`src/rtl/mts_pkg.sv`:
```
package mts_pkg;

  localparam int STACK_DEPTH_DEF = 1024;
  localparam int VALUE_BITS_DEF  = 32;

  localparam logic [1:0] ACT_PUSH = 2'd0;
  localparam logic [1:0] ACT_POP  = 2'd1;
  localparam logic [1:0] ACT_MIN  = 2'd2;
  localparam logic [1:0] ACT_NOP  = 2'd3;

  localparam logic [1:0] ST_OK    = 2'd0;
  localparam logic [1:0] ST_EMPTY = 2'd1;
  localparam logic [1:0] ST_FULL  = 2'd2;

  typedef struct packed {
    logic op_start;    // execute the beat just accepted
    logic pop_finish;  // RAM data for a pop is valid this cycle
    logic load_out;    // move pending result into output register
  } mts_cmd_t;

  typedef struct packed {
    logic pop_read;    // accepted beat is a pop on a non-empty stack
  } mts_stat_t;

endpackage

```
`src/rtl/mts_ctrl.sv`:
```
module mts_ctrl (
  input  logic              clk,
  input  logic              rst,
  input  logic              in_valid,
  output logic              in_ready,
  output logic              out_valid,
  input  logic              out_ready,
  input  mts_pkg::mts_stat_t stat,
  output mts_pkg::mts_cmd_t  cmd
);

  typedef enum logic [2:0] {
    S_IDLE = 3'b001,
    S_READ = 3'b010,
    S_EMIT = 3'b100
  } state_t;

  state_t state, state_next;
  logic   slot_free;

  assign slot_free      = !out_valid || out_ready;
  assign in_ready       = (state == S_IDLE);
  assign cmd.op_start   = in_valid && in_ready;
  assign cmd.pop_finish = (state == S_READ);
  assign cmd.load_out   = (state == S_EMIT) && slot_free;

  always_comb begin
    state_next = state;
    case (state)
      S_IDLE: begin
        if (cmd.op_start) begin
          state_next = stat.pop_read ? S_READ : S_EMIT;
        end
      end
      S_READ: begin
        state_next = S_EMIT;
      end
      S_EMIT: begin
        if (slot_free) begin
          state_next = S_IDLE;
        end
      end
      default: begin
        state_next = S_IDLE;
      end
    endcase
  end

  always_ff @(posedge clk) begin
    if (rst) begin
      state     <= S_IDLE;
      out_valid <= 1'b0;
    end else begin
      state <= state_next;
      if (cmd.load_out) begin
        out_valid <= 1'b1;
      end else if (out_ready) begin
        out_valid <= 1'b0;
      end
    end
  end

endmodule

```
`config.mk`:
```
export PLATFORM = sky130hd
export DESIGN_NAME = mts_ctrl
export DESIGN_NICKNAME = d
export VERILOG_FILES = /design/src/rtl/mts_pkg.sv /design/src/rtl/mts_ctrl.sv
export SDC_FILE = /design/constraint.sdc
export NUM_CORES = 1
export LEC_CHECK = 0
export BUFFER_PORTS_ARGS = -buffer_cell sky130_fd_sc_hd__buf_2
export CAP_MARGIN = 20
export CORE_AREA = 2 2 39 41
export DETAILED_ROUTE_END_ITERATION = 7
export DIE_AREA = 0 0 41 43
export MAX_ROUTING_LAYER = met4
export SLEW_MARGIN = 20
export SYNTH_ARGS = -nofsm -noshare
export SYNTH_HDL_FRONTEND = slang
export SYNTH_SLANG_ARGS = --single-unit
export TNS_END_PERCENT = 30
```
`constraint.sdc`:
```
create_clock -name clk -period 0.97 [get_ports clk]
set_clock_uncertainty 0.15 [all_clocks]
set_input_delay 0.097 -clock clk [delete_from_list [all_inputs] [get_ports clk]]
set_output_delay 0.097 -clock clk [all_outputs]
set_load 0.01 [all_outputs]
```
# --- Word level (Yosys, flattened, before mapping) ---
# Cells that the tools add are included.
word_totals:
  reg_bits: 4
  latchBits: 0
  mem_bits_rw: 0
  romBits: 0
  input_bits: 5
  memories: 0
classes:
  add_sub_neg: 0
  mul: 0
  n_div: 0
  magnitude_cmp: 0
  n_eq_ne: 5
  shifts: 0
  n_mux: 6
  bitwise_logic: 0
  n_reduce_logical: 6
op_table:
  columns: ["cell", "count"]
  rows:
  - ["3-bit 2-to-1 mux", 3]
  - ["3-bit case mux with 3 select lines", 1]
  - ["3-bit by 1-bit == test with 1-bit output, second input constant", 1]
  - ["3-bit by 2-bit == test with 1-bit output, second input constant", 1]
  - ["3-bit == test, second input constant", 1]
  - ["1-bit logical AND", 2]
  - ["1-bit 2-to-1 mux", 2]
  - ["2-bit by 1-bit inequality test with 1-bit output, second input constant", 1]
  - ["2-bit inequality test, second input constant", 1]
  - ["2-bit AND reduction", 1]
  - ["2-bit nonzero test", 1]
  - ["1-bit logical NOT", 1]
  - ["1-bit logical OR", 1]

# --- Depth between registers and ports, before layout ---
# Gate-level depths: netlist (run 1).
logic_depth:
  ltp_word: 4
  mapped_depth: 3
  ltp_nobuf: 3

# --- Least setup slack after synthesis (run 1) ---
# OpenSTA, ideal clock, no wires.
synth_timing:
  path_type: "register to register"
  start: "reg state[2]"
  end: "reg state[0]"
  setup_ns: 0.115
  arrival_ns: 0.900
  required_time_ns: 0.705
  path_slack_ns: -0.195
  path_stages_with_launch: 4
  n_path_buf: 0
  period_less_slack_ns: 1.165
  cell_sequence: "dfxtp_1 nor3b_4 nand2_2 a31o_1"
synth_between:
  elab_chain_cells: 4
  word_cells_on_any_way: 8
synth_rtl:
  columns: ["item", "line_no", "source"]
  rows:
  - ["start: declaration", "mts_ctrl.sv:18", "state_t state, state_next;"]
  - ["start signal: assignment", "mts_ctrl.sv:54", "state <= state_next;"]
  - ["3-bit by 1-bit == test with 1-bit output *", "mts_ctrl.sv:22", "assign in_ready = (state == S_IDLE);"]
  - ["net in_ready", "mts_ctrl.sv:5", "output logic in_ready,"]
  - ["1-bit logical AND", "mts_ctrl.sv:23", "assign cmd.op_start = in_valid && in_ready;"]
  - ["2-bit by 1-bit inequality test with 1-bit output (no source line)", null, null]
  - ["2-bit AND reduction (no source line)", null, null]
# The timed path passes the listed nets; every way through them passes the cells marked *.
# A chain may end at the register's enable or synchronous reset.

==> metrics, run 1 <==
status=finished, violations left; violated checks=negative setup slack; Routed WL=around 470 um; Worst-path clk slew=roughly 0.04 ns; setup ws final=-0.309 ns; CTS sink count=4; ys async rst share=0; CTS root buf=clkbuf_4; Tot Pwr=approximately 480 uW; First DRT Iteration DRCs=1; Synth area leader=dfxtp_1; syn_nets=27; Worst Tran Pin Value=around 0.17 ns; Multi-input gate area=124 sq um; # fillers=162; vias in the first global route=roughly 210; Final Instance Area=about 370 sq um; CP arrival=~1 ns; FMAX=roughly 780 MHz; Synth Instances=22; initial antenna violation count=0; Vias per Instance=roughly 3.8; Comb power frac=0.198; register area share after synthesis=0.388; Overall Global Routing Usage=0.0750; critical path class=reg -> out; HP Class=in -> reg; Register Area=86.3 sq um; Yosys warnings=0; sw power=~110 uW; Synth area leaders=dfxtp_1 (39%), nor3b_4 (9.1%), and4bb_1 (6.1%); Synth Register Bits=4; ratio of cells with drive above 1 in the final layout=0.650; IO buf count=9; first-pass GRT wire length=around 750 um; Placement Cell Area=300 sq um; largest net degree at the start of global routing=6; final non-filler cell total=56; Routed Antenna Nets=0; Max stage delay cell, worst path=dfxtp_4; Placement Rows=14; final core occ=0.266; Critical Path RT=0.72 ns; gr ovfl total=0; die area=1760 sq um; CP max FO=4; DP Cell Count=50; slowest cell delay on critical path=approximately 0.35 ns; Core Region=1380 sq um; Sw Share=0.230; routability congestion estimate from global placement=around 0.72; Top FF cell, synth=dfxtp_1; endpoints failing setup=8; power per standard cell area=approximately 1300 nW/um^2; RSZ-0062 raised after global routing=yes; VDD IR-drop max=between 0.4 and 0.5 mV; internal power=approximately 370 uW; Pins Over Slew Limit=0; routed vias=213; CTS tree=done; Die X=a little over 40 um; Post-Syn Area=roughly 210 sq um; H-tree depth=1; clock tree buffer depth=2; count leader, synth=dfxtp_1; # IOs=10; post-place setup slack=-0.153 ns; Initial Util=0.149; hold_ws=between 0.03 and 0.04 ns; CP Cell Sequence=nor3b_4, nand2_2, inv_1, buf_2; average size of a mapped cell=about 9.4 sq um; final worst-path cycle share=1.32; total CTS buffers=3; WL/cell=8.36 um; area grow syn2layout=78.2%; Post-synth EDFFs=0; Die Span Y=around 43 um; Max-cap violations=0; CP endpoint kind=primary output; final hold violations=0; top cells by count, synth=dfxtp_1 (4), nor2_1 (3), a21oi_1 (2), inv_1 (2); Clock Power Share=0.425; relative slew slack=0.888; clk_lat worst skew=around 0.23 ns; Worst Setup Start Kind=register; diodes inserted=0; Synth top area share=0.388; fin crit period=1.28 ns; setup TNS=-1.68 ns; Detailed Routing Iterations Pass 1=2; Leak Pwr=0.177 nW; DRC viols=0; DP HPWL=366 um; fin nets=47; Cell variety after synth=15; Reg power frac=0.377
==> final cells by class <==
type,instances,share of cell area
clock buffer,3,0.0612
inverter,2,0.0204
multi-input combinational,16,0.337
sequential,4,0.235
tap,16,0.0544
timing repair buffer,15,0.293
==> kinds of logic after synthesis <==
logic type / synth area share
AOI/OAI and AO/OA: 0.127
DFF: 0.388
and+or+nand+nor: 0.448
buffers and inverters: 0.0364
==> registers in the layout, summed over array words and instances, names as in the netlist <==
| signal | count |
|---|---|
| state | 3 |
| out_valid | 1 |
==> final timing paths <==
check            start  endpoint  slack, ns  depth (start not counted)
min reg2reg   state[2]  state[2]       0.39                          2
max           state[1]    cmd[2]      -0.31                          4
max reg2reg   state[1]  state[0]      -0.22                          4
min          out_ready  state[2]       0.04                          4
==> placed cells by master (no fill, tap or decap) <==
master,Yosys,layout
buf_2,0,7
buf_4,0,4
clkbuf_4,0,3
nor2_1,3,2
a21oi_1,2,2
dlygate4sd3_1,0,2
buf_6,0,2
dfxtp_2,0,2
nor2b_2,0,1
nor2_2,0,1
nand2_1,1,1
nor3b_4,1,1
and2b_1,1,1
nand2b_2,1,1
inv_2,0,1
nand2_2,1,1
inv_1,2,1
nand3_1,1,1
a31o_1,1,1
nor3b_2,1,1
and4bb_1,1,1
o21bai_1,1,1
dfxtp_1,4,1
dfxtp_4,0,1
==> layer usage <==
| metal | vias up | share of wire | GRT usage |
|---|---|---|---|
| li1 | 112 | - | - |
| met1 | 97 | 0.34 | 0.0481 |
| met2 | 4 | 0.63 | 0.116 |
| met3 | 0 | 0.030 | 0.0314 |
| met4 | 0 | 0 | 0.100 |
| met5 | - | 0 | - |
==> critical path, delay by kind of cell, from the launching register on <==
kind          cells  cell delay (ns)
simple gates      2             0.28
buf+inv           2             0.16
flops             1             0.35
==> power by group through the flow <==
| stage | logic (mW) | registers, mW | clock network (mW) |
|---|---|---|---|
| after floorplan | 0.0398 | 0.184 | 0 |
| after global placement | 0.0748 | 0.185 | 0 |
| after CTS | 0.0880 | 0.184 | 0.215 |
| after global routing | 0.104 | 0.182 | 0.244 |
| final | 0.0954 | 0.182 | 0.205 |
| after detailed placement | 0.0753 | 0.185 | 0 |
==> timing repair <==
item | 4_1_cts | 5_1_grt
endpoints found under the setup margin | 8 | 8
hold endpoints to repair | 4 | 0
pin swaps | 3 | 4
hold buffers | 2 | 0
setup buffers | 1 | 0
gates cloned | 0 | 0
resized for setup | 1 | 4
Power figures use the tool's default switching activity.
==> inputs of run 2 (changes only) <==
- SETUP_SLACK_MARGIN: not set -> 0.1
==> metrics, run 2 (synthesized netlist as in run 1, its figures left out) <==
status=finished, violations left; violated checks=negative hold slack, negative setup slack; CP endpoint kind=primary output; First DRT Iteration DRCs=1 (unchanged); HP Class=in -> reg; # fillers=157 (-3.1%); area grow syn2layout=80.0%; Tot Pwr=468 uW (-2.9%); Routed Antenna Nets=0 (unchanged); largest net degree at the start of global routing=6 (unchanged); CP max FO=4 (unchanged); setup ws final=-0.298 ns (+0.0113 ns); final hold violations=4 (+4); Worst Tran Pin Value=0.158 ns (-0.0102 ns); met1 usage=0.0643 (+0.0162); CP arrival=1.02 ns (about the same); Critical Path RT=0.72 ns (about the same); initial antenna violation count=0 (unchanged); Core Region=1380 sq um (unchanged); VDD IR-drop max=0.417 mV (-0.61%); Hold Startpoint=rst; Multi-input gate area=140 sq um (+13%); commonest cells after routing, fill and taps aside=buf_2 (7), clkbuf_4 (3), buf_6 (3), buf_4 (3); vias in the first global route=199 (-4.8%); CTS tree=done; Worst Setup Start Kind=register; Placement Rows=14 (unchanged); max FFs per register=3 (unchanged); power per standard cell area=1260 nW/um^2 (-3.9%); DRC viols=0 (unchanged); Register Area=90.1 sq um (+4.3%); # IOs=10 (unchanged); gr busiest metal=met2; WL/cell=8.09 um (-3.2%); Pins Over Slew Limit=0 (unchanged); ratio of cells with drive above 1 in the final layout=0.789 (+0.139); routability congestion estimate from global placement=0.689 (-4.5%); grt met2 use=0.0875 (-0.0281); RR Startpoint=state[0]; Detailed Routing Iterations Pass 1=2 (unchanged); final worst-path cycle share=1.31 (-0.0117); first-pass GRT wire length=731 um (-2.8%); final core occ=0.269 (+0.00271); relative slew slack=0.895 (+0.00707); IO buf count=9 (unchanged); Max-cap violations=0 (unchanged); die area=1760 sq um (unchanged); critical path class=reg -> out; Die Span Y=43 um (unchanged); gr ovfl total=0 (unchanged); Leak Pwr=0.171 nW (-3.8%); H-tree depth=1 (unchanged); CTS root buf=clkbuf_4; diodes inserted=0 (unchanged); CP Launch Point=state[0]; Vias per Instance=3.89 (+2.2%); Worst-path clk slew=0.04 ns (about the same); clk_lat worst skew=0.23 ns (about the same); fin crit period=1.27 ns (-0.0113 ns); total CTS buffers=3 (unchanged); endpoints failing setup=7 (-1); hold_ws=-0.0679 ns (-0.106 ns); leading cell type in the layout, fill and taps excluded=buf_2; Largest Register=state; RSZ-0062 raised after global routing=yes; routed vias=210 (-1.4%); FMAX=789 MHz (+0.89%); setup TNS=-1.61 ns (+0.0700 ns); Overall Global Routing Usage=0.0679 (-0.00712); fin nets=45 (-4.3%); Initial Util=0.149 (unchanged); Die X=41 um (unchanged); CTS sink count=4 (unchanged); grt met3 use=0.0314 (unchanged); Largest regs=state: 3 flops, out_valid: 1 flops; Routed WL=437 um (-6.6%); clock tree buffer depth=2 (unchanged)
[run 2: report_power, final]
part / total [mW] / switching [mW] / internal (mW)
Sequential: 0.182 / 0.0107 / 0.172
Combinational: 0.0894 / 0.0365 / 0.0529
Clock: 0.196 / 0.0587 / 0.138
[run 2: stage by stage]
stage	instances	setup WS [ns]	instance area, sq um
2_1_floorplan	22	-0.134	213
3_3_place_gp	49	-0.154	293
3_5_place_dp	49	-0.154	293
4_1_cts	54	-0.296	333
5_1_grt	54	-0.370	372
6_report	54	-0.298	372
[run 2: final timing paths]
path,endpoint,slack [ns],cells past startpoint
max,cmd[1],-0.30,4
max reg2reg,state[0],-0.20,4
min,state[1],-0.07,2
min reg2reg,state[2],0.40,2
[run 2: critical path: stages, from the launching register on]
cell and delay, ns:
dfxtp_4 0.35, and2b_1 0.22, nand2b_2 0.08, inv_2 0.06
buf_6 0.09
[run 2: layout make-up]
class	count	area share
Multi-Input combinational cell	16	0.377
Timing Repair Buffer	13	0.246
Clock buffer	3	0.0606
Tap cell	16	0.0539
Sequential cell	4	0.242
Inverter	2	0.0202
[run 2: metal layers]
metal  wire (um)  share of wire  vias up
li1            -              -      108
met3          22          0.050        0
met2         230           0.53        4
met1         184           0.42       98
met4           0              0        0
met5           0              0        -
[run 2: what timing repair did]
item                                    4_1_cts  5_1_grt
pin swaps                                     2        4
buffers inserted                              2        0
endpoints found under the setup margin        9        9
resized for setup                             1       12
hold endpoints to repair                      4        4
